<file path="src/design/assert_macros.svh">
// assertion macros, included by cpc_back
`ifndef ASSERT_MACROS_SVH
`define ASSERT_MACROS_SVH
`ifndef NO_ASSERTIONS
// checked only while out of reset
`define ASSERT_AT(lbl, clk, rstn, prop) \
  lbl: assert property (@(posedge clk) disable iff (!(rstn)) prop) \
    else $error("assertion failed");
// checked at every edge, reset included
`define ASSERT_ALWAYS(lbl, clk, prop) \
  lbl: assert property (@(posedge clk) prop) else $error("assertion failed");
`else
`define ASSERT_AT(lbl, clk, rstn, prop)
`define ASSERT_ALWAYS(lbl, clk, prop)
`endif
`endif

</file>
<file path="src/design/cpc_pkg.sv">
// shared types and constants of the chromaticity pixel classifier
`timescale 1ns / 1ps
package cpc_pkg;

  localparam int unsigned ChanW   = 8;
  localparam int unsigned WeightW = 16;
  localparam int unsigned ConeW   = 17;
  localparam int unsigned SatW    = 8;
  localparam int unsigned SumW    = 10;  // r+g+b
  localparam int unsigned SqW     = 16;  // one channel squared
  localparam int unsigned LenW    = 17;  // r^2 + g^2
  localparam int unsigned TsqW    = 20;  // (r+g+b)^2
  localparam int unsigned ProjW   = 24;  // one weighted channel / projection magnitude
  localparam int unsigned SatSqW  = 16;  // saturation bound squared
  localparam int unsigned AddrW   = 5;
  localparam int unsigned DataW   = 32;

  localparam logic [13:0] SAT_SCALE_SQ = 14'd10000;

  localparam logic [WeightW-1:0] RED_WEIGHT_RST   = 16'd26843;
  localparam logic [WeightW-1:0] GREEN_WEIGHT_RST = 16'd18795;
  localparam logic [ConeW-1:0]   CONE_COS_SQ_RST  = 17'd64820;
  localparam logic [SatW-1:0]    MIN_SAT_RST      = 8'd50;
  localparam logic [SatW-1:0]    MAX_SAT_RST      = 8'd100;

  typedef enum logic [2:0] {
    REG_RED_WEIGHT   = 3'd0,
    REG_GREEN_WEIGHT = 3'd1,
    REG_CONE_COS_SQ  = 3'd2,
    REG_MIN_SAT      = 3'd3,
    REG_MAX_SAT      = 3'd4
  } reg_idx_t;

  typedef struct packed {
    logic [WeightW-1:0] red_weight;   // signed Q1.15
    logic [WeightW-1:0] green_weight; // signed Q1.15
    logic [ConeW-1:0]   cone_cos_sq;  // unsigned Q1.16
    logic [SatW-1:0]    min_sat;
    logic [SatW-1:0]    max_sat;
  } cfg_t;

  // payload handed from the front half to the back half
  typedef struct packed {
    logic              nonblack;
    logic [TsqW-1:0]   t_sq;
    logic [LenW-1:0]   len_sq;
    logic [ProjW-1:0]  proj_abs;
    logic [SatSqW-1:0] min_sq;
    logic [SatSqW-1:0] max_sq;
  } mid_t;

endpackage

</file>
<file path="src/design/cpc_back.sv">
// last two pipeline stages: cross products, then the three compares
`timescale 1ns / 1ps
module cpc_back (
  input  logic          clk,
  input  logic          rst_n,
  input  cpc_pkg::cfg_t cfg,
  input  logic          mid_valid,
  output logic          mid_ready,
  input  cpc_pkg::mid_t mid,
  output logic          out_valid,
  input  logic          out_ready,
  output logic          out_pass
);
  import cpc_pkg::*;
  `include "assert_macros.svh"

  localparam int unsigned ProjSqW = 2 * ProjW;
  localparam int unsigned ConeProdW = ConeW + LenW;
  localparam int unsigned ScaledW = 31;
  localparam int unsigned BoundW = SatSqW + TsqW;

  // stage 3
  logic                 v3_r;
  logic                 rdy3;
  logic                 nonblack3_r, nonblack3_nxt;
  logic [ProjSqW-1:0]   projsq3_r,   projsq3_nxt;
  logic [ConeProdW-1:0] cone3_r,     cone3_nxt;
  logic [ScaledW-1:0]   scaled3_r,   scaled3_nxt;
  logic [BoundW-1:0]    low3_r,      low3_nxt;
  logic [BoundW-1:0]    high3_r,     high3_nxt;
  // stage 4, the output register
  logic                 v4_r;
  logic                 rdy4;
  logic                 pass4_r,     pass4_nxt;
  logic                 cone_ok, low_ok, high_ok;

  assign rdy4      = !v4_r || out_ready;
  assign rdy3      = !v3_r || rdy4;
  assign mid_ready = rdy3;

  always_comb begin
    nonblack3_nxt = mid.nonblack;
    projsq3_nxt   = ProjSqW'(mid.proj_abs) * ProjSqW'(mid.proj_abs);
    cone3_nxt     = ConeProdW'(cfg.cone_cos_sq) * ConeProdW'(mid.len_sq);
    scaled3_nxt   = ScaledW'(mid.len_sq) * ScaledW'(SAT_SCALE_SQ);
    low3_nxt      = BoundW'(mid.min_sq) * BoundW'(mid.t_sq);
    high3_nxt     = BoundW'(mid.max_sq) * BoundW'(mid.t_sq);
  end

  always_comb begin
    // cos^2 in q1.16 against q18.30 projection: align by 14 bits
    cone_ok   = projsq3_r > {cone3_r, 14'd0};
    low_ok    = low3_r < BoundW'(scaled3_r);
    high_ok   = high3_r > BoundW'(scaled3_r);
    pass4_nxt = nonblack3_r && cone_ok && low_ok && high_ok;
  end

  always_ff @(posedge clk) begin
    if (!rst_n) begin
      v3_r <= 1'b0;
      v4_r <= 1'b0;
    end else begin
      if (rdy3) v3_r <= mid_valid;
      if (rdy4) v4_r <= v3_r;
    end
  end

  always_ff @(posedge clk) begin
    if (rdy3 && mid_valid) begin
      nonblack3_r <= nonblack3_nxt;
      projsq3_r   <= projsq3_nxt;
      cone3_r     <= cone3_nxt;
      scaled3_r   <= scaled3_nxt;
      low3_r      <= low3_nxt;
      high3_r     <= high3_nxt;
    end
    if (rdy4 && v3_r) begin
      pass4_r <= pass4_nxt;
    end
  end

  assign out_valid = v4_r;
  assign out_pass  = pass4_r;

  // a held word in stage 3 is not dropped while the output stalls
  `ASSERT_AT(a_s3_hold, clk, rst_n, v3_r && !rdy4 |=> v3_r)
  // a new output word only appears when stage 3 held one
  `ASSERT_AT(a_s4_source, clk, rst_n, $rose(v4_r) |-> $past(v3_r))
  // a black pixel carries zero chromaticity length through the products
  `ASSERT_AT(a_black_zero, clk, rst_n, v3_r && !nonblack3_r |-> scaled3_r == '0)

endmodule

</file>
<file path="config.mk">
export PLATFORM = sky130hd
export DESIGN_NAME = cpc_back
export DESIGN_NICKNAME = d
export VERILOG_FILES = /design/src/design/cpc_pkg.sv /design/src/design/cpc_back.sv
export VERILOG_INCLUDE_DIRS = /design/src /design/src/design
export SDC_FILE = /design/constraint.sdc
export NUM_CORES = 2
export LEC_CHECK = 0
export BUFFER_PORTS_ARGS = -buffer_cell sky130_fd_sc_hd__buf_2
export CORE_MARGIN = 2
export CORE_UTILIZATION = 60
export DETAILED_ROUTE_END_ITERATION = 8
export PLACE_DENSITY_LB_ADDON = 0.2
export SLEW_MARGIN = 10
export SYNTH_ARGS = -nofsm -noshare
export SYNTH_HDL_FRONTEND = slang
export SYNTH_SLANG_ARGS = --single-unit
</file>
<file path="constraint.sdc">
create_clock -name clk -period 7.5 [get_ports clk]
set_input_delay 0.75 -clock clk [delete_from_list [all_inputs] [get_ports clk]]
set_output_delay 0.75 -clock clk [all_outputs]
set_load 0.005 [all_outputs]
</file>
==> impl_metrics.tcl <==
set metrics [dict create \
    yosysUniqueCellTypes 81 \
    clock_latency_ns 0.47 \
    timing.critical_path.slowest_cell_delay_ns 0.55 \
    timing.critical_path.required_ns 7.72 \
    clock-skew-final_ns 0.006108 \
    cts.htree.levels 4 \
    drt_iter0_markers 2433 \
    groute.usage.overall 0.2763 \
    outcome "finished clean" \
    timing.critical_path.buf_inv 9 \
    sequential_area_share_after_synthesis 0.09628 \
    hold_viol 0 \
    setup_tns_ns 0 \
    critPathArrivalTime_ns 7.44 \
    maxClockFrequency_mhz 138.5 \
    via_count 39962 \
    maxCapViolCount 0 \
    critical_path.endpoint_type "flop" \
    routabilityCongestion 0.8631 \
    drive_above_1_share 0.07791 \
    path_class "in2reg" \
    async_reset_ff_frac 0 \
    preCtsSetupSlack_ns -0.4500 \
    antenna_violations_before_repair 8 \
    first_pass_grt_wire_length_mm 211.3 \
    ys_dominant_reg_cell "sky130_fd_sc_hd__edfxtp_1" \
    setup-violations-final 0 \
    final-max-slew-violation-count 0 \
    netlist_instances 5953 \
    die_area_um2 95680 \
    post-cts-setup-buffers 0 \
    deepest_clock_path_buffer_count 2 \
    avgRoutedWirePerCell_um 16.42 \
    crit_path_frequent_cell "sky130_fd_sc_hd__fa_1" \
    synthesis.yosys.warnings 0 \
    die_h_um 309.3 \
    worst_slack_ns 0.2792 \
    layout_worst_path_cycle_share 0.9628 \
    tritoncts "built" \
    final_antenna_net_count 0 \
    core.rowCount 111 \
    ctsRootBufferMaster "sky130_fd_sc_hd__clkbuf_16" \
    fp.dieW_um 309.3 \
    cts_made_buffers 17 \
    routed_via_density 5.377 \
    mappedNetlistNets 7958 \
    worstMarginPinSlew_ns 0.8371 \
    worstSetupStartpointType "primary input" \
    crit_path_max_fanout 6 \
    grt_remaining_overflow 0 \
    crit_family "adder cells" \
    drc_errors 0 \
    timing.hold.ws_ns 0.4576 \
    worst_path_max_delay_cell "sky130_fd_sc_hd__fa_1" \
    portBuffers 117 \
    postSynthRegisterBits 180 \
    floorplan.initialDensity 0.6074 \
    post-dp-hpwl_mm 104.2 \
    routed_wirelength_mm 122.0 \
    drt_pass1_iterations 6 \
    min-delay-path-class "in2reg" \
    syn_area_um2 55930 \
    pin_count 166 \
    timing.slew.headroom 0.4419 \
    syn-mean-instance-area_um2 9.396 \
    finalNetCount 8179 \
    clkSinkCount 180 \
    layout_commonest_cell "sky130_fd_sc_hd__inv_1" \
    grt_pass1_vias 43577 \
    cts_resized 0 \
    mostFrequentLayoutCells "sky130_fd_sc_hd__inv_1 (1,521), sky130_fd_sc_hd__fa_1 (1,184), sky130_fd_sc_hd__nand2_1 (795)" \
    grt_start_max_net_pins 67 \
    design.core.area_um2 92080 \
    cts_hold_buf 0 \
    number_of_enable_type_register_cells_in_the_synthesized_netlist 178 \
    final_min_period_ns 7.221 \
    flow.area_growth_from_synthesis_pct 7.628 \
    cts.reportedPaths.clkPinSlew_ns 0.07 \
]
==> through the flow <==
| stage | std cells | util | cell area, µm² |
|---|---|---|---|
| 2_1_floorplan | 5953 | - | 55930 |
| 3_3_place_gp | 7398 | 0.6471 | 59590 |
| 3_5_place_dp | 7398 | 0.6471 | 59590 |
| 4_1_cts | 7430 | 0.6532 | 60150 |
| 5_1_grt | 7432 | 0.6538 | 60200 |
| 6_report | 7432 | 0.6538 | 60200 |
==> sequential cells by signal (all words and copies together) (netlist names) <==
name	cells
out_pass	1
v3_r	1
scaled3_r	27
low3_r	32
projsq3_r	47
cone3_r	34
nonblack3_r	1
high3_r	36
out_valid	1
==> synthesized netlist by cell type, types with 54 or more instances <==
master | count | share of area
sky130_fd_sc_hd__nor2_1 | 96 | 0.0064
sky130_fd_sc_hd__ha_1 | 658 | 0.15
sky130_fd_sc_hd__fa_1 | 1184 | 0.42
sky130_fd_sc_hd__nand2_1 | 795 | 0.053
sky130_fd_sc_hd__edfxtp_1 | 178 | 0.096
sky130_fd_sc_hd__and2_1 | 472 | 0.053
sky130_fd_sc_hd__a21o_1 | 103 | 0.014
sky130_fd_sc_hd__inv_1 | 1521 | 0.10
sky130_fd_sc_hd__o21ai_0 | 61 | 0.0055
sky130_fd_sc_hd__a21oi_1 | 163 | 0.015
sky130_fd_sc_hd__clkbuf_1 | 212 | 0.014
sky130_fd_sc_hd__xor2_1 | 54 | 0.0085
sky130_fd_sc_hd__xnor2_1 | 106 | 0.017
==> layer usage <==
layer	GRT usage	vias to the layer above	wire, µm
li1	-	18302	-
met4	0.07327	6	3332
met5	0	-	46
met2	0.4642	1138	59190
met3	0.04269	225	8129
met1	0.3766	20291	51330
==> cells by family (layout without fill, tap and decap cells) <==
family | after synthesis | count (layout) | synth area share
flops | 180 | 180 | 0.09628
simple gates | 1553 | 1553 | 0.1336
compound gates | 481 | 481 | 0.05716
buf+inv | 1734 | 1968 | 0.1164
mux | 3 | 3 | 0.0005592
fa+ha+maj | 1842 | 1842 | 0.5710
xor+xnor | 160 | 160 | 0.02505
other cells | 0 | 2 | 0
==> final cells by class <==
| cell class | count | area (µm²) |
|---|---|---|
| Antenna cell | 2 | 5.005 |
| Clock buffer | 21 | 440.4 |
| Clock inverter | 11 | 117.6 |
| Fill cell | 7420 | 31880 |
| Inverter | 1521 | 5709 |
| Multi-Input combinational cell | 4039 | 44070 |
| Sequential cell | 180 | 5385 |
| Tap cell | 1243 | 1555 |
| Timing Repair Buffer | 415 | 2913 |
==> worst paths after layout <==
check,cells after the start,start,slack [ns],endpoint
worst max register to register,10,projsq3_r[47],4.06,out_pass
worst max-delay path,28,mid[46],0.28,projsq3_r[44]
worst min register to register,1,v3_r,0.52,out_valid
worst min-delay path,1,mid[93],0.46,nonblack3_r
Power is left out: the tool's default activity adds up to more than one toggle a clock period on the data nets, which glitch-free logic cannot reach.
