[src/design/assert_macros.svh]
// assertion macros, included by cpc_back
`ifndef ASSERT_MACROS_SVH
`define ASSERT_MACROS_SVH
`ifndef NO_ASSERTIONS
// checked only while out of reset
`define ASSERT_AT(lbl, clk, rstn, prop) \
  lbl: assert property (@(posedge clk) disable iff (!(rstn)) prop) \
    else $error("assertion failed");
// checked at every edge, reset included
`define ASSERT_ALWAYS(lbl, clk, prop) \
  lbl: assert property (@(posedge clk) prop) else $error("assertion failed");
`else
`define ASSERT_AT(lbl, clk, rstn, prop)
`define ASSERT_ALWAYS(lbl, clk, prop)
`endif
`endif

[src/design/cpc_pkg.sv]
// shared types and constants of the chromaticity pixel classifier
`timescale 1ns / 1ps
package cpc_pkg;

  localparam int unsigned ChanW   = 8;
  localparam int unsigned WeightW = 16;
  localparam int unsigned ConeW   = 17;
  localparam int unsigned SatW    = 8;
  localparam int unsigned SumW    = 10;  // r+g+b
  localparam int unsigned SqW     = 16;  // one channel squared
  localparam int unsigned LenW    = 17;  // r^2 + g^2
  localparam int unsigned TsqW    = 20;  // (r+g+b)^2
  localparam int unsigned ProjW   = 24;  // one weighted channel / projection magnitude
  localparam int unsigned SatSqW  = 16;  // saturation bound squared
  localparam int unsigned AddrW   = 5;
  localparam int unsigned DataW   = 32;

  localparam logic [13:0] SAT_SCALE_SQ = 14'd10000;

  localparam logic [WeightW-1:0] RED_WEIGHT_RST   = 16'd26843;
  localparam logic [WeightW-1:0] GREEN_WEIGHT_RST = 16'd18795;
  localparam logic [ConeW-1:0]   CONE_COS_SQ_RST  = 17'd64820;
  localparam logic [SatW-1:0]    MIN_SAT_RST      = 8'd50;
  localparam logic [SatW-1:0]    MAX_SAT_RST      = 8'd100;

  typedef enum logic [2:0] {
    REG_RED_WEIGHT   = 3'd0,
    REG_GREEN_WEIGHT = 3'd1,
    REG_CONE_COS_SQ  = 3'd2,
    REG_MIN_SAT      = 3'd3,
    REG_MAX_SAT      = 3'd4
  } reg_idx_t;

  typedef struct packed {
    logic [WeightW-1:0] red_weight;   // signed Q1.15
    logic [WeightW-1:0] green_weight; // signed Q1.15
    logic [ConeW-1:0]   cone_cos_sq;  // unsigned Q1.16
    logic [SatW-1:0]    min_sat;
    logic [SatW-1:0]    max_sat;
  } cfg_t;

  // payload handed from the front half to the back half
  typedef struct packed {
    logic              nonblack;
    logic [TsqW-1:0]   t_sq;
    logic [LenW-1:0]   len_sq;
    logic [ProjW-1:0]  proj_abs;
    logic [SatSqW-1:0] min_sq;
    logic [SatSqW-1:0] max_sq;
  } mid_t;

endpackage

[src/design/cpc_cfg_regs.sv]
// apb register file holding the classifier settings
`timescale 1ns / 1ps
module cpc_cfg_regs (
  input  logic                      clk,
  input  logic                      rst_n,
  input  logic                      psel,
  input  logic                      penable,
  input  logic                      pwrite,
  input  logic [cpc_pkg::AddrW-1:0] paddr,
  input  logic [cpc_pkg::DataW-1:0] pwdata,
  output logic [cpc_pkg::DataW-1:0] prdata,
  output logic                      pready,
  output cpc_pkg::cfg_t             cfg
);
  import cpc_pkg::*;

  cfg_t     cfg_r;
  cfg_t     cfg_nxt;
  reg_idx_t idx;
  logic     wr_en;

  assign idx    = reg_idx_t'(paddr[AddrW-1:2]);
  assign wr_en  = psel & penable & pwrite;
  assign pready = 1'b1;
  assign cfg    = cfg_r;

  always_comb begin
    cfg_nxt = cfg_r;
    if (wr_en) begin
      unique case (idx)
        REG_RED_WEIGHT:   cfg_nxt.red_weight   = pwdata[WeightW-1:0];
        REG_GREEN_WEIGHT: cfg_nxt.green_weight = pwdata[WeightW-1:0];
        REG_CONE_COS_SQ:  cfg_nxt.cone_cos_sq  = pwdata[ConeW-1:0];
        REG_MIN_SAT:      cfg_nxt.min_sat      = pwdata[SatW-1:0];
        REG_MAX_SAT:      cfg_nxt.max_sat      = pwdata[SatW-1:0];
        default:          cfg_nxt = cfg_r;  // unmapped, write dropped
      endcase
    end
  end

  always_comb begin
    unique case (idx)
      REG_RED_WEIGHT:   prdata = DataW'(cfg_r.red_weight);
      REG_GREEN_WEIGHT: prdata = DataW'(cfg_r.green_weight);
      REG_CONE_COS_SQ:  prdata = DataW'(cfg_r.cone_cos_sq);
      REG_MIN_SAT:      prdata = DataW'(cfg_r.min_sat);
      REG_MAX_SAT:      prdata = DataW'(cfg_r.max_sat);
      default:          prdata = '0;
    endcase
  end

  always_ff @(posedge clk) begin
    if (!rst_n) begin
      cfg_r.red_weight   <= RED_WEIGHT_RST;
      cfg_r.green_weight <= GREEN_WEIGHT_RST;
      cfg_r.cone_cos_sq  <= CONE_COS_SQ_RST;
      cfg_r.min_sat      <= MIN_SAT_RST;
      cfg_r.max_sat      <= MAX_SAT_RST;
    end else begin
      cfg_r <= cfg_nxt;
    end
  end

endmodule

[config.mk]
export PLATFORM = sky130hd
export DESIGN_NAME = cpc_cfg_regs
export DESIGN_NICKNAME = d
export VERILOG_FILES = /design/src/design/assert_macros.svh /design/src/design/cpc_pkg.sv /design/src/design/cpc_cfg_regs.sv
export SDC_FILE = /design/constraint.sdc
export NUM_CORES = 1
export LEC_CHECK = 0
export BUFFER_PORTS_ARGS = -buffer_cell sky130_fd_sc_hd__buf_2
export CORE_UTILIZATION = 39
export DETAILED_ROUTE_END_ITERATION = 10
export PLACE_DENSITY_LB_ADDON = 0.3
export SYNTH_ARGS = -nofsm -noshare
export SYNTH_HDL_FRONTEND = slang
export SYNTH_SLANG_ARGS = --single-unit
[constraint.sdc]
create_clock -name clk -period 1.6 [get_ports clk]
set_input_delay 0.32 -clock clk [delete_from_list [all_inputs] [get_ports clk]]
set_output_delay 0.32 -clock clk [all_outputs]
set_load 0.02 [all_outputs]
==> results of run 1 <==
## metal layers
metal | up-vias | track usage, % | wire length (um)
met2 | 102 | 35.9 | 4640
met3 | 11 | 5.18 | 527
met1 | 1492 | 28.8 | 4380
li1 | 1514 | - | -
met5 | - | 0 | 0
met4 | 0 | 8.46 | 132
## area by class of cell
class                      count  area, sq um  share of cell area (%)
clock inverter                 6         92.6                    1.99
sequential                    65         1320                    28.4
timing repair buffer         164         1150                    24.7
multi-input combinational    248         1750                    37.6
tap                          105          131                    2.83
clock buffer                  10          128                    2.74
inverter                      22         82.6                    1.78
## metrics by stage
| step | hold slack, ps | std cells |
|---|---|---|
| 2_1_floorplan | 462 | 378 |
| 4_1_cts | 217 | 617 |
| 3_5_place_dp | 468 | 588 |
| 3_3_place_gp | 454 | 588 |
| 5_1_grt | 210 | 620 |
| 6_report | 224 | 620 |
## logic make-up (layout without fill, tap and decap cells)
| family | Yosys count | count (layout) | synth area share, % |
|---|---|---|---|
| AND/OR/NAND/NOR | 118 | 118 | 18.5 |
| AO/OA/AOI/OAI | 48 | 48 | 11.1 |
| other | 2 | 16 | 0.228 |
| multiplexers | 66 | 66 | 20.2 |
| flip-flops | 65 | 65 | 39.6 |
| buffers and inverters | 65 | 202 | 10.4 |
## power by group through the flow
stage | Sequential [mW] | Combinational, mW | Clock, mW
after floorplan | 1.70 | 0.302 | 0
after global placement | 1.68 | 0.475 | 0
after detailed placement | 1.68 | 0.481 | 0
after CTS | 1.64 | 0.536 | 1.59
after global routing | 1.65 | 0.598 | 1.67
final | 1.64 | 0.559 | 1.57
## cell usage in the layout, fill, tap and decap left out, drive strengths merged, types with 2 or more instances in the layout
| cell type | n |
|---|---|
| nand3b | 2 |
| nor3b | 3 |
| buf | 162 |
| dfxtp | 65 |
| a221o | 4 |
| nand2 | 50 |
| conb | 16 |
| nor3 | 2 |
| bufinv | 2 |
| clkbuf | 11 |
| mux2 | 3 |
| clkinvlp | 2 |
| inv | 22 |
| a2bb2oi | 8 |
| clkinv | 2 |
| o2bb2ai | 3 |
| mux2i | 63 |
| nor2 | 14 |
| o21ai | 8 |
| nand4b | 5 |
| o21a | 3 |
| nor2b | 22 |
| o211ai | 21 |
| nand3 | 15 |
## timing repair
action                                  in CTS  in global routing
endpoints found under the setup margin      16                 16
gates cloned                                 1                  1
resized for setup                           38                 16
pin swaps                                    4                  3
setup buffers                               12                  2
## tightest hold or removal path, cell delays in order
cell and delay [ps]:
buf_2 90, nand2_1 50, mux2i_1 60
## path summary, 6_finish.rpt
path         startpoint         to  slack (ps)  cells after the start
max             cfg[55]  prdata[6]        -150                      3
max reg2reg     cfg[38]    cfg[38]         830                      3
min reg2reg     cfg[51]    cfg[51]         480                      2
min          pwdata[16]    cfg[32]         220                      3
==> reports/metrics.cfg, run 1 <==
[timing]
hold_violations=0
worst_slack_ps=-146
rsz0062_at_grt=true
setup_viol=5
min_period_ps=1750
fin_skew_ps=0
finalMaxSlewViolations=0
tns_ps=-500
fin_crit_sh_pct=109
max_freq_ghz=0.573

[place]
placed_area_sq_um=4120
place_worst_setup_slack_ps=-148
dpl.hpwl_um=6750
io_buffers=106
gp_congestion=0.805

[clocking]
ctsHoldBuffers=0
cts_tree=built
numCtsBuffers=9
clock_latency_ps=350
htree_levels=3
clockBufferDepth=2
root_buffer=clkbuf_8
clk_pin_slew_ps=80
clock_sinks=65

[run]
maxCapViolations=0

[route]
drtIter0Drc=113
drt-pass1-iter-count=7
route.detailed.drc=0
routed_wl_um=9680
ant_nets=0
vias=3119
wire_per_inst_um=15.6
vias_per_cell=5.03

[power]
p_leak_nw=2.34
power.total_mw=3.77
power_density_nw_per_um2=811
irDropWorstVdd_v=0.000337
pwr-share-comb_pct=14.8
p_clk_share_pct=41.6
power_switching_mw=1.00
seqPwrFrac_pct=43.6
switching_share_pct=26.6
internal-power_mw=2.77

[global_routing]
grt_pass1_wl_um=14800
antenna_found_initial=0
grtUsageTotal_pct=22.3
grt_max_degree=51
grt_pass1_vias=2851
grt_overflow_total=0

[die]
io_pins=140
initial_core_util_pct=40.2
dieHeight_um=93.8
dieArea_sq_um=8800
die_w_um=93.8
row_count=33
coreArea_sq_um=8180

[worst_setup_path]
worstPathRequired_ps=1280
crit_buf_inv=1
slowest_stage=dfxtp_2
crit_path_end_kind=primary output
critPathTopFamily=flip-flops
cp.arrival_ps=1430
start_kind=flip-flop
cp_cell_sequence=mux2_4, a221o_1, buf_6
critPathKind=reg -> out
worst_path_largest_cell_delay_ps=330
critPathMaxFanout=3

[synthesis]
yosysTopAreaCellShare_pct=39.6
yosysWarnings=0
synth_edf_count=0
synth_flop_cell=dfxtp_1
synth.avg_cell_area_sq_um=9.03
synth-async-reset-ratio_pct=0
syn_area_sq_um=3290
synth-seq-cells=65
netlist_top_cells_count=dfxtp_1, mux2i_1, nand2_1, inv_1, nor2b_1
synth.most_common_cell=dfxtp_1
synth_cell_types=35
synth_cells=364
synth_top_cell_by_area=dfxtp_1
seq_area_frac_synth_pct=39.6
synthTopCellsByArea=dfxtp_1, mux2i_1, nand2_1

[final_layout]
areaGrowthSynthToFinish_pct=41.5
diodes=0
largest_register_ffs=65
drive_gt1_share_pct=40.6
finalNetCount=552
nFillCells=765
fin_area_sq_um=4650
final_core_util_pct=56.9

[status]
status=finished with violations
violations=negative setup slack

[worst_hold_path]
hold_path.class=in -> reg

(Power assumes the default switching activity.)
==> run 2: changes to the inputs <==
CORE_UTILIZATION = 40   (was 39)
TNS_END_PERCENT = 20   (was not set)
==> run 2 against run 1 <==
Compared with the run above:
- the flow still finishes with violations (negative setup slack)
- global-route usage shrank 0.35 points
- die area down 2.4%
- critical path type unchanged
- largest cell class unchanged
- flip-flop and latch count unchanged
- via count is 2.7% lower
- final cell count fell by 2.7%
- sequential power about the same
- clock power down 15%
==> reports/metrics.cfg, run 2 (synthesis results as in run 1) <==
[global_routing]
grt_pass1_wl_um=14400
grtUsageTotal_pct=22.0
grt_pass1_vias=2824
grt_overflow_total=0
grt_max_degree=52
antenna_found_initial=0

[worst_setup_path]
crit_path_end_kind=primary output
cp.arrival_ps=1400
worstPathRequired_ps=1280
critPathMaxFanout=3
critPathKind=reg -> out
start_kind=flip-flop

[final_layout]
mostFrequentLayoutCells=buf_2, mux2i_1, dfxtp_1, nand2_1, buf_4
areaGrowthSynthToFinish_pct=35.4
largest_register_ffs=65
layoutNonFillerInstCount=603
diodes=0
drive_gt1_share_pct=37.5
fin_area_sq_um=4450
finalNetCount=538
final_common_cell=buf_2

[die]
row_count=32
coreArea_sq_um=7850
dieArea_sq_um=8580
dieHeight_um=92.7
initial_core_util_pct=41.9
die_w_um=92.7
io_pins=140

[timing]
min_period_ps=1720
worst_slack_ps=-125
hold_violations=0
fin_crit_sh_pct=108
setup_viol=5
max_freq_ghz=0.580
rsz0062_at_grt=true
fin_skew_ps=0
finalMaxSlewViolations=0

[route]
routed_wl_um=9240
drt-pass1-iter-count=5
ant_nets=0
vias=3035
wire_per_inst_um=15.3
route.detailed.drc=0
vias_per_cell=5.03
drtIter0Drc=148

[clocking]
clock_sinks=65
root_buffer=clkbuf_8
numCtsBuffers=9
post_cts_buffers=0
clock_latency_ps=340
clk_pin_slew_ps=70
cts_tree=built
clockBufferDepth=2
ctsHoldBuffers=0
htree_levels=3

[power]
pwr-share-comb_pct=15.1
power.total_mw=3.50
power_switching_mw=0.907
internal-power_mw=2.59
p_leak_nw=2.24
power_density_nw_per_um2=786
irDropWorstVdd_v=0.000388
switching_share_pct=25.9
p_clk_share_pct=37.9
seqPwrFrac_pct=47.0

[worst_hold_path]
hold_path.class=in -> reg

[place]
gp_congestion=0.794
dp_cells=586
dpl.hpwl_um=6850
io_buffers=106
placed_area_sq_um=4120

[status]
violations=negative setup slack
status=finished with violations

[run]
maxCapViolations=0

## run 2: path summary, 6_finish.rpt
kind         cells after the start  slack, ps       start        end
max                              3       -120     cfg[20]  prdata[4]
min reg2reg                      2        470     cfg[22]    cfg[22]
min                              3        230  pwdata[16]    cfg[32]
max reg2reg                      2        900     cfg[44]    cfg[44]
## run 2: worst max-delay path, stage by stage (launching register included)
cell     delay [ps]
dfxtp_2         330
mux2_2          250
a221o_1         330
buf_6           150
## run 2: layout make-up
cell class	instances	area [sq um]
Sequential cell	65	1320
Tap cell	102	128
Fill cell	710	3400
Multi-Input combinational cell	248	1720
Timing Repair Buffer	150	1010
Clock buffer	14	183
Clock inverter	2	10.0
Inverter	22	82.6
## run 2: metrics by stage
stage	utilization, %	setup WS, ps	TNS (ps)	hold slack (ps)
finish	56.7	-125	-384	230
global route	56.7	-151	-747	250
CTS	56.3	-112	-399	218
detailed placement	52.5	-120	-1280	465
global placement	52.5	-125	-1080	455
floorplan	-	-7.32	-7.32	462
## run 2: timing repair
action | in CTS | in global routing
gates resized for setup | 26 | 15
cloned | 1 | 0
setup endpoints to repair | 16 | 16
pin swaps | 2 | 1
## run 2: per-layer routing
| metal | wire length, um | global-route usage, % | vias to the layer above |
|---|---|---|---|
| met5 | 0 | 0 | - |
| li1 | - | - | 1483 |
| met3 | 487 | 4.93 | 12 |
| met1 | 4210 | 28.4 | 1454 |
| met4 | 140 | 8.97 | 0 |
| met2 | 4410 | 35.3 | 86 |
## run 2: power by group through the flow
stage | Sequential [mW] | Clock [mW] | Combinational, mW
final | 1.65 | 1.33 | 0.527
after detailed placement | 1.68 | 0 | 0.480
after global routing | 1.65 | 1.43 | 0.564
after global placement | 1.68 | 0 | 0.475
after CTS | 1.64 | 1.35 | 0.516
after floorplan | 1.70 | 0 | 0.301
