## src/design/assert_macros.svh

```systemverilog
// assertion macros, included by cpc_back
`ifndef ASSERT_MACROS_SVH
`define ASSERT_MACROS_SVH
`ifndef NO_ASSERTIONS
// checked only while out of reset
`define ASSERT_AT(lbl, clk, rstn, prop) \
  lbl: assert property (@(posedge clk) disable iff (!(rstn)) prop) \
    else $error("assertion failed");
// checked at every edge, reset included
`define ASSERT_ALWAYS(lbl, clk, prop) \
  lbl: assert property (@(posedge clk) prop) else $error("assertion failed");
`else
`define ASSERT_AT(lbl, clk, rstn, prop)
`define ASSERT_ALWAYS(lbl, clk, prop)
`endif
`endif

```

## src/design/cpc_pkg.sv

```systemverilog
// shared types and constants of the chromaticity pixel classifier
`timescale 1ns / 1ps
package cpc_pkg;

  localparam int unsigned ChanW   = 8;
  localparam int unsigned WeightW = 16;
  localparam int unsigned ConeW   = 17;
  localparam int unsigned SatW    = 8;
  localparam int unsigned SumW    = 10;  // r+g+b
  localparam int unsigned SqW     = 16;  // one channel squared
  localparam int unsigned LenW    = 17;  // r^2 + g^2
  localparam int unsigned TsqW    = 20;  // (r+g+b)^2
  localparam int unsigned ProjW   = 24;  // one weighted channel / projection magnitude
  localparam int unsigned SatSqW  = 16;  // saturation bound squared
  localparam int unsigned AddrW   = 5;
  localparam int unsigned DataW   = 32;

  localparam logic [13:0] SAT_SCALE_SQ = 14'd10000;

  localparam logic [WeightW-1:0] RED_WEIGHT_RST   = 16'd26843;
  localparam logic [WeightW-1:0] GREEN_WEIGHT_RST = 16'd18795;
  localparam logic [ConeW-1:0]   CONE_COS_SQ_RST  = 17'd64820;
  localparam logic [SatW-1:0]    MIN_SAT_RST      = 8'd50;
  localparam logic [SatW-1:0]    MAX_SAT_RST      = 8'd100;

  typedef enum logic [2:0] {
    REG_RED_WEIGHT   = 3'd0,
    REG_GREEN_WEIGHT = 3'd1,
    REG_CONE_COS_SQ  = 3'd2,
    REG_MIN_SAT      = 3'd3,
    REG_MAX_SAT      = 3'd4
  } reg_idx_t;

  typedef struct packed {
    logic [WeightW-1:0] red_weight;   // signed Q1.15
    logic [WeightW-1:0] green_weight; // signed Q1.15
    logic [ConeW-1:0]   cone_cos_sq;  // unsigned Q1.16
    logic [SatW-1:0]    min_sat;
    logic [SatW-1:0]    max_sat;
  } cfg_t;

  // payload handed from the front half to the back half
  typedef struct packed {
    logic              nonblack;
    logic [TsqW-1:0]   t_sq;
    logic [LenW-1:0]   len_sq;
    logic [ProjW-1:0]  proj_abs;
    logic [SatSqW-1:0] min_sq;
    logic [SatSqW-1:0] max_sq;
  } mid_t;

endpackage

```

## src/design/cpc_front.sv

```systemverilog
// first two pipeline stages: channel sums, squares and hue projection
`timescale 1ns / 1ps
module cpc_front (
  input  logic                      clk,
  input  logic                      rst_n,
  input  cpc_pkg::cfg_t             cfg,
  input  logic                      in_valid,
  output logic                      in_ready,
  input  logic [cpc_pkg::ChanW-1:0] blue,
  input  logic [cpc_pkg::ChanW-1:0] green,
  input  logic [cpc_pkg::ChanW-1:0] red,
  output logic                      mid_valid,
  input  logic                      mid_ready,
  output cpc_pkg::mid_t             mid
);
  import cpc_pkg::*;

  // stage 1
  logic                    v1_r;
  logic                    rdy1;
  logic [SumW-1:0]         sum1_r,   sum1_nxt;
  logic [SqW-1:0]          rsq1_r,   rsq1_nxt;
  logic [SqW-1:0]          gsq1_r,   gsq1_nxt;
  logic signed [ProjW-1:0] rproj1_r, rproj1_nxt;
  logic signed [ProjW-1:0] gproj1_r, gproj1_nxt;
  logic [SatSqW-1:0]       minsq1_r, minsq1_nxt;
  logic [SatSqW-1:0]       maxsq1_r, maxsq1_nxt;
  // stage 2
  logic                    v2_r;
  logic                    rdy2;
  mid_t                    mid2_r, mid2_nxt;
  logic signed [ProjW:0]   proj_sum;

  assign rdy2     = !v2_r || mid_ready;
  assign rdy1     = !v1_r || rdy2;
  assign in_ready = rdy1;

  always_comb begin
    sum1_nxt   = SumW'(blue) + SumW'(green) + SumW'(red);
    rsq1_nxt   = SqW'(red) * SqW'(red);
    gsq1_nxt   = SqW'(green) * SqW'(green);
    rproj1_nxt = ProjW'($signed(cfg.red_weight)) * $signed(ProjW'(red));
    gproj1_nxt = ProjW'($signed(cfg.green_weight)) * $signed(ProjW'(green));
    minsq1_nxt = SatSqW'(cfg.min_sat) * SatSqW'(cfg.min_sat);
    maxsq1_nxt = SatSqW'(cfg.max_sat) * SatSqW'(cfg.max_sat);
  end

  always_comb begin
    proj_sum          = (ProjW+1)'(rproj1_r) + (ProjW+1)'(gproj1_r);
    mid2_nxt.nonblack = (sum1_r != '0);
    mid2_nxt.t_sq     = TsqW'(sum1_r) * TsqW'(sum1_r);
    mid2_nxt.len_sq   = LenW'(rsq1_r) + LenW'(gsq1_r);
    // magnitude stays below 2^24, so the negation fits
    mid2_nxt.proj_abs = proj_sum[ProjW] ? ProjW'(-proj_sum) : ProjW'(proj_sum);
    mid2_nxt.min_sq   = minsq1_r;
    mid2_nxt.max_sq   = maxsq1_r;
  end

  always_ff @(posedge clk) begin
    if (!rst_n) begin
      v1_r <= 1'b0;
      v2_r <= 1'b0;
    end else begin
      if (rdy1) v1_r <= in_valid;
      if (rdy2) v2_r <= v1_r;
    end
  end

  always_ff @(posedge clk) begin
    if (rdy1 && in_valid) begin
      sum1_r   <= sum1_nxt;
      rsq1_r   <= rsq1_nxt;
      gsq1_r   <= gsq1_nxt;
      rproj1_r <= rproj1_nxt;
      gproj1_r <= gproj1_nxt;
      minsq1_r <= minsq1_nxt;
      maxsq1_r <= maxsq1_nxt;
    end
    if (rdy2 && v1_r) begin
      mid2_r <= mid2_nxt;
    end
  end

  assign mid_valid = v2_r;
  assign mid       = mid2_r;

endmodule

```

## config.mk

```make
export PLATFORM = sky130hd
export DESIGN_NAME = cpc_front
export DESIGN_NICKNAME = d
export VERILOG_FILES = /design/src/design/assert_macros.svh /design/src/design/cpc_pkg.sv /design/src/design/cpc_front.sv
export SDC_FILE = /design/constraint.sdc
export NUM_CORES = 1
export LEC_CHECK = 0
export ABC_AREA = 1
export BUFFER_PORTS_ARGS = -buffer_cell sky130_fd_sc_hd__buf_2
export CAP_MARGIN = 10
export CORE_ASPECT_RATIO = 0.6
export CORE_UTILIZATION = 45
export DETAILED_ROUTE_END_ITERATION = 16
export SETUP_SLACK_MARGIN = 0.02
export SLEW_MARGIN = 20
export SYNTH_ARGS = -nofsm -noshare
export SYNTH_HDL_FRONTEND = slang
export SYNTH_SLANG_ARGS = --single-unit
```

## constraint.sdc

```tcl
create_clock -name clk -period 7.5 [get_ports clk]
set_input_delay 0.375 -clock clk [delete_from_list [all_inputs] [get_ports clk]]
set_output_delay 0.375 -clock clk [all_outputs]
set_load 0.1 [all_outputs]
```

==> results.txt, run 1 <==
Period Utilization, post-route - 66.7%
max-cap violation count - 0
Rel. slew slack - 42.3%
die width - 325 microns
Initial Util - 45.8%
Post-DP HPWL - 50100 microns
GR Util All Layers - 20.1%
CTS H-Tree Depth - 1
Die ar. - 63500 sq um
CP Launch Type - primary input
P&R area growth vs syn - 8.18%
critical path fanouts, max - 25
Worst Setup Path Type - in2reg
total gr overflow - 0
share of layout cells above drive strength 1 - 7.32%
worst r2r src - sum1_r[7]
core area - 61300 sq um
Residual DRC - 0
Finished Layout Cells - 4271
first-pass GRT wire length - 103000 microns
Hold Path Class - in2reg
Setup TNS - 0 ps
routability cong. - 0.885
total CTS buffers - 25
final WL - 61500 microns
post-synth cell types - 44
CTS Root Cell - clkbuf_16
Cell Rows - 70
Yosys reg bits - 211
minimum clock period - 5000 ps
TritonCTS clock tree - done
DRT Pass-1 Iters - 5
Clk Latency, worst-skew pair - 590 ps
fmax - 200 MHz
Layout Nets - 4175
register-to-register setup slack - 2600 ps
top cell type by total area after synthesis - fa_1
CTS max path bufs - 3
vias in the first global route - 19900
vias per cell - 4.72
number of flops mapped to enable cells by yosys - 209
most common cell in the netlist - inv_1
Synth top area share - 25.4%
post-CTS setup repair buffer count - 0
end of the critical path - gproj1_r[18]
outcome - completed
Mapped Cells - 3322
Die Ht - 196 microns
initial antenna violation count - 3
clk slew on worst S/H paths - 60 ps
DRT iter0 DRCs - 1407
average size of a mapped cell - 8.46 sq um
fin worst setup slack - 2500 ps
Clock Skews - 39.6 ps
placed insts - 4221
Reg2Reg Depth - 14
Slew Viols, Final - 0
clk sinks - 211
Critical Path Source - green[0]
pre-CTS worst setup slack - 2090 ps
Crit path required time - 7810 ps
async set-reset flop share out of synthesis - 0%
CP Capture Type - register
Yosys Warn Count - 0
PortBufs - 168
Seq/Total Area, Yosys - 22.5%
vias - 20200
Final Hold Fails - 0
top cells by count, synth - inv_1 (875), nand2_1 (768), fa_1 (357)
Cell Area, Synth - 28100 sq um
top post-synthesis cells by area - fa_1 (25%), edfxtp_1 (22%), ha_1 (13%)
CP Data Arrival Time - 5310 ps
Slew @ Worst Pin - 865 ps
Reg2Reg Capture Point - mid[92]
Routed Antenna Nets - 0
DR WL/cell - 14.4 microns
final setup fails - 0
io pins - 189
RSZ-0062 raised after global routing - false
largest net degree at the start of global routing - 62
Primary FF master, synth - edfxtp_1
==> cells by family after synthesis <==
kind of cell / after synthesis / share of synthesized area [%]
xor gates and xnor gates: 169 / 5.27
adders and majority gates: 660 / 38.9
AOI/OAI and AO/OA: 246 / 4.75
other: 1 / 0.0133
DFF: 211 / 22.5
muxes: 2 / 0.0801
buffers and inverters: 986 / 13.4
and+or+nand+nor: 1047 / 15.1
==> layout by cell type (no fill, tap or decap), types with 57 or more instances in the layout <==
cell	instances
a21oi_1	138
buf_2	168
edfxtp_1	209
fa_1	357
ha_1	303
inv_1	874
nand2_1	768
nand3_1	91
nor2_1	116
o21ai_0	57
xnor2_1	59
xor2_1	110
==> sequential cells by signal, indices dropped and copies added (netlist names) <==
name	flops
v1_r	1
mid_valid	1
rproj1_r	24
gproj1_r	24
minsq1_r	15
sum1_r	10
rsq1_r	15
mid	91
maxsq1_r	15
gsq1_r	15
==> worst max-delay path, stage by stage <==
cell	delay (ps)
buf_2	540
nand2_1	170
fa_1	570
inv_1	50
fa_1	480
fa_1	540
inv_1	50
fa_1	470
inv_1	40
ha_1	380
nand2_1	100
o21ai_0	340
a21oi_1	150
o21ai_0	430
a21oi_1	170
xnor2_1	410
==> layer usage <==
metal / part of all wire [%] / track usage, % / vias up
met5: 0.021 / 0 / -
met4: 1.1 / 2.67 / 2
met3: 6.6 / 3.48 / 39
met2: 38 / 28.0 / 443
met1: 55 / 32.8 / 9462
li1: - / - / 10200
==> cell type report <==
class	instances	area, sq um
Inverter	880	3310
Multi-Input combinational cell	2131	18100
Sequential cell	211	6320
Fill cell	5952	30900
Antenna cell	2	5.00
Timing Repair Buffer	173	901
Clock buffer	26	629
Clock inverter	20	154
Tap cell	828	1040
==> per-stage QoR <==
stage | utilization (%) | hold slack, ps | area (sq um)
final | 49.6 | 98.4 | 30400
after detailed placement | 48.3 | 405 | 29600
after global placement | 48.3 | 401 | 29600
after global routing | 49.6 | 98.6 | 30400
after CTS | 49.5 | 49.7 | 30400
after floorplan | - | 400 | 28100
==> what timing repair did <==
| action | 4_1_cts | 5_1_grt |
|---|---|---|
| hold buffers | 1 | 0 |
| endpoints found under the hold margin | 2 | 0 |
| resized for setup | 0 | 0 |
==> how the worst min path moves through the flow <==
stage,endpoint,startpoint,slack [ps],cells after the start
floorplan,mid[0],maxsq1_r[0],400,0
global placement,mid[19],minsq1_r[3],400,0
detailed placement,mid[0],maxsq1_r[0],400,0
CTS,mid_valid,mid_ready,50,4
global route,mid_valid,mid_ready,100,4
finish,mid_valid,mid_ready,100,4
Power of run 1 is left out: the tool's default activity adds up to more than one toggle a clock period on the data nets, which glitch-free logic cannot reach.
==> run 2, diff against run 1 <==
--- a/config.mk
+++ b/config.mk
@@ -5,7 +5,7 @@
 export SDC_FILE = /design/constraint.sdc
 export NUM_CORES = 1
 export LEC_CHECK = 0
-export ABC_AREA = 1
+export ABC_AREA = 0
 export BUFFER_PORTS_ARGS = -buffer_cell sky130_fd_sc_hd__buf_2
 export CAP_MARGIN = 10
 export CORE_ASPECT_RATIO = 0.6
==> constraint.sdc (replaced) <==
create_clock -name clk -period 4.05 [get_ports clk]
set_input_delay 0.2025 -clock clk [delete_from_list [all_inputs] [get_ports clk]]
set_output_delay 0.2025 -clock clk [all_outputs]
set_load 0.1 [all_outputs]
==> run 2 against run 1 <==
Against the previous run:
- the flow now finishes with violations (setup timing)
- final area up 9.4%
- clock skew down 14 ps
- routed wire length up 2.1%
- count of clock-buffer cells in the layout up 2
- sequential share of layout area down 1.8 points
- register-to-register slack worse by 3400 ps
- synthesized cell count down 21%
- non-clock buffer count up 412
- worst setup slack worse by 3300 ps
- die area down 5.4%
- hold slack worse by 65 ps
- critical path depth up 1
==> results.txt, run 2 <==
outcome - finished, violations left
failing checks - setup timing
top post-synthesis cells by area - fa_1 (27%), edfxtp_1 (24%), ha_1 (14%)
Cell Rows - 68
Synth top area share - 26.9%
average size of a mapped cell - 10.1 sq um
TritonCTS clock tree - done
vias per cell - 4.86
Post-Synth Adder-Cell Area - 41.1%
top cells by count, synth - inv_1 (534), fa_1 (357), ha_1 (303)
Cell Area, Synth - 26600 sq um
Final Hold Fails - 0
Hold Path Class - in2reg
post-synthesis mux area share - 0.249%
total CTS buffers - 26
Synth Area in Compound Gates - 7.84%
largest family of logic cells by synthesized area - adder cells
fmax - 208 MHz
Layout Nets - 3924
simple-gate area share of the yosys netlist - 12.2%
Mapped Cells - 2620
GR Util All Layers - 21.4%
commonest non-fill, non-tap cell in the layout - inv_1
most frequent cells in the layout - inv_1 (517), buf_4 (400), fa_1 (346)
most common cell in the netlist - inv_1
CP Launch Type - register
die width - 316 microns
first-pass GRT wire length - 103000 microns
vias - 19200
clk sinks - 211
Period Utilization, post-route - 119%
Die Ht - 190 microns
Routed Antenna Nets - 0
io pins - 189
CTS H-Tree Depth - 1
clk slew on worst S/H paths - 60 ps
Die ar. - 60100 sq um
CTS max path bufs - 3
async set-reset flop share out of synthesis - 0%
critical path fanouts, max - 3
minimum clock period - 4810 ps
final WL - 62800 microns
Rel. slew slack - 30.9%
Post-DP HPWL - 52900 microns
P&R area growth vs syn - 25.1%
CP Capture Type - register
total gr overflow - 0
DR WL/cell - 15.9 microns
core area - 57900 sq um
post-synthesis xor/xnor area fraction - 6.16%
Clock Skews - 25.3 ps
CP Data Arrival Time - 5120 ps
fin worst setup slack - -763 ps
final setup fails - 12
DRT iter0 DRCs - 962
Fillers - 5067
Seq/Total Area, Yosys - 23.8%
Initial Util - 45.9%
DRT Pass-1 Iters - 5
Core Util, Final - 57.4%
number of flip-flops in the largest register - 91
Setup TNS - -5420 ps
number of flops mapped to enable cells by yosys - 209
vias in the first global route - 20400
Yosys reg bits - 211
PortBufs - 168
Residual DRC - 0
Crit path required time - 4350 ps
routability cong. - 0.901
Yosys Warn Count - 0
Slew Viols, Final - 0
CTS Root Cell - clkbuf_16
Clk Latency, worst-skew pair - 580 ps
RSZ-0062 raised after global routing - true
Primary FF master, synth - edfxtp_1
Slew @ Worst Pin - 1040 ps
max-cap violation count - 0
largest net degree at the start of global routing - 67
share of layout cells above drive strength 1 - 25.8%
initial antenna violation count - 5
top cell type by total area after synthesis - fa_1
Hold WS - 33.6 ps
post-synth cell types - 67
Worst Setup Path Type - reg2reg
run 2: cell types whose count changed in the layout (fill, tap and decap cells not counted), moves of 64 or more:
cell,delta
inv_1,-357
buf_4,+397
a21oi_1,-64
and2_1,+233
nand3_1,-74
xnor2_1,+77
nand2_1,-573
run 2: per-layer routing:
metal | up-vias | wire [microns] | global-route usage, %
li1 | 9439 | - | -
met3 | 56 | 2710 | 3.04
met4 | 4 | 783 | 3.57
met2 | 317 | 26700 | 32.2
met1 | 9430 | 32600 | 32.9
met5 | - | 27 | 0
run 2: worst max-delay path, cell delays in order (launching register included):
cell,delay [ps]
edfxtp_1,400
buf_6,140
and2_4,160
fa_1,500
fa_1,460
ha_4,300
fa_1,420
fa_1,540
ha_4,220
inv_2,40
o21bai_1,60
a21oi_2,240
nor2b_4,60
o21a_1,190
o31a_1,310
o211ai_1,230
a21bo_2,180
o311ai_2,90
run 2: layout make-up:
type                    count  area, sq um  area share [%]
diodes                      2         5.00          0.0150
clock buffers              28          658            1.98
clock inverters            19          155           0.466
inverters                 534         2000            6.03
multi-input cells        1813        18900            56.9
flip-flops and latches    211         6320            19.0
well taps                 770          963            2.90
repair buffers            585         4250            12.8
run 2: what timing repair did:
action | CTS | global route
setup buffers | 14 | 14
hold buffers | 6 | 0
resized for setup | 36 | 147
pin swaps | 24 | 80
endpoints found under the setup margin | 26 | 37
gates cloned | 0 | 1
endpoints found under the hold margin | 5 | 0
run 2: cell families after synthesis:
family	Yosys count
fa+ha+maj	660
simple gates	635
buf+inv	602
compound gates	318
flops	211
xor+xnor	187
mux	6
other cells	1
run 2: stage by stage:
| stage | setup WS, ps | std cells | instance area (sq um) |
|---|---|---|---|
| floorplan | -636 | 2626 | 27200 |
| global placement | -730 | 3882 | 31500 |
| detailed placement | -877 | 3882 | 31500 |
| CTS | -752 | 3948 | 32600 |
| global route | -930 | 3962 | 33300 |
| finish | -763 | 3962 | 33300 |
run 2: final timing paths:
| kind | cells after the start | end | from | slack (ps) |
|---|---|---|---|---|
| setup / recovery | 17 | mid[91] | sum1_r[1] | -760 |
| hold / removal | 2 | rsq1_r[0] | red[0] | 30 |
| setup reg to reg | 17 | mid[91] | sum1_r[1] | -760 |
| hold reg to reg | 0 | mid[24] | minsq1_r[8] | 410 |
Power of run 2 is left out for the same reason.
==> run 3, diff against run 2 <==
--- a/config.mk
+++ b/config.mk
@@ -6,11 +6,11 @@
 export NUM_CORES = 1
 export LEC_CHECK = 0
 export ABC_AREA = 0
-export BUFFER_PORTS_ARGS = -buffer_cell sky130_fd_sc_hd__buf_2
 export CAP_MARGIN = 10
 export CORE_ASPECT_RATIO = 0.6
 export CORE_UTILIZATION = 45
 export DETAILED_ROUTE_END_ITERATION = 16
+export DONT_BUFFER_PORTS = 1
 export SETUP_SLACK_MARGIN = 0.02
 export SLEW_MARGIN = 20
 export SYNTH_ARGS = -nofsm -noshare
==> run 3 against run 2 <==
Against the previous run:
- critical path depth is the same
- via count shrank 6.9%
- critical endpoint is now mid[90]
- utilization shrank 4.7 points
- highest routed layer unchanged
- the run still ends with setup timing left
==> results.txt, run 3 (same netlist as run 2, synthesis figures left out) <==
outcome - finished, violations left
failing checks - setup timing
routability cong. - 0.852
Clock Skews - 10.9 ps
Top delay family on crit path - adder cells
crit-path cells - buf_6, buf_6, nand2_2, inv_2, fa_1, fa_1, fa_1, fa_1, fa_2, ha_4, a21oi_4, a211oi_2, nor2_1, a211o_1, o21bai_1, a21oi_1, xnor2_1
Residual DRC - 0
first-pass GRT wire length - 98000 microns
Layout Nets - 3579
Rel. slew slack - 34.4%
Critical Path Source - sum1_r[3]
clk sinks - 211
final setup fails - 12
Setup TNS - -6060 ps
Crit path top cell by count - fa_1
Finished Layout Cells - 3613
fmax - 207 MHz
placed insts - 3530
Hold Path Class - in2reg
max incr delay on CP - 510 ps
Worst Setup Path Type - reg2reg
DRT iter0 DRCs - 854
vias - 17900
number of flip-flops in the largest register - 91
largest net degree at the start of global routing - 55
vias per cell - 4.96
Die ar. - 60100 sq um
initial antenna violation count - 2
PortBufs - 0
Slew @ Worst Pin - 986 ps
Final Hold Fails - 0
Crit path required time - 4350 ps
CP Capture Type - register
Core Util, Final - 52.7%
slowest stage cell, crit path - fa_1
Buf/Inv on CP - 3
CTS Root Cell - clkbuf_16
n_diodes - 0
die width - 316 microns
Initial Util - 45.9%
Die Ht - 190 microns
DR WL/cell - 16.3 microns
P&R area growth vs syn - 14.9%
critical path fanouts, max - 3
CP Data Arrival Time - 5140 ps
DRT Pass-1 Iters - 7
register-to-register setup slack - -790 ps
TritonCTS clock tree - done
commonest non-fill, non-tap cell in the layout - inv_1
fin worst setup slack - -789 ps
RSZ-0062 raised after global routing - true
core area - 57900 sq um
minimum clock period - 4840 ps
CP Launch Type - register
total gr overflow - 0
CTS H-Tree Depth - 1
Period Utilization, post-route - 119%
share of layout cells above drive strength 1 - 13.5%
Post-DP HPWL - 47600 microns
max-cap violation count - 0
final WL - 58900 microns
Routed Antenna Nets - 0
Clk Latency, worst-skew pair - 560 ps
Cell Rows - 68
io pins - 189
worst r2r src - sum1_r[3]
Worst Hold Launch - green[1]
clk slew on worst S/H paths - 70 ps
GR Util All Layers - 20.3%
vias in the first global route - 19100
total CTS buffers - 23
CTS max path bufs - 3
Slew Viols, Final - 0
most frequent cells in the layout - inv_1 (525), fa_1 (352), ha_1 (281)
## run 3: changes by cell type in the layout (fill, tap and decap cells not counted), moves of 20 or more
cell	before	now
a21oi_1	74	97
dlygate4sd3_1	6	26
buf_2	149	0
buf_4	400	212
a21oi_2	48	25
## run 3: per-layer routing
| layer | part of all wire, % | GRT usage (%) |
|---|---|---|
| met5 | 0.015 | 0 |
| met4 | 2.2 | 3.94 |
| met3 | 5.7 | 3.82 |
| met2 | 41 | 30.0 |
| met1 | 51 | 30.8 |
## run 3: cell type report
class	count	area [sq um]
Sequential cell	211	6320
Clock inverter	8	131
Multi-Input combinational cell	1813	18600
Timing Repair Buffer	243	1920
Inverter	534	2010
Fill cell	5124	27400
Clock buffer	34	647
Tap cell	770	963
## run 3: what timing repair did
| action | in CTS | in global routing |
|---|---|---|
| pin swaps | 11 | 33 |
| endpoints found under the hold margin | 22 | 0 |
| buffers inserted | 10 | 5 |
| endpoints found under the setup margin | 12 | 21 |
| hold buffers | 26 | 0 |
| gates resized for setup | 7 | 29 |
## run 3: final timing paths
check / to / cells past startpoint
hold reg to reg: mid[30] / 0
setup reg to reg: mid[90] / 17
hold / removal: gproj1_r[1] / 2
setup / recovery: mid[90] / 17
## run 3: through the flow
stage	hold WS, ps	cell area, sq um	worst slack (ps)
floorplan	301	27200	-636
global placement	302	29200	-751
detailed placement	302	29200	-857
CTS	3.77	30300	-767
global route	37.8	30500	-932
finish	50.5	30500	-789
Power of run 3 is left out for the same reason.
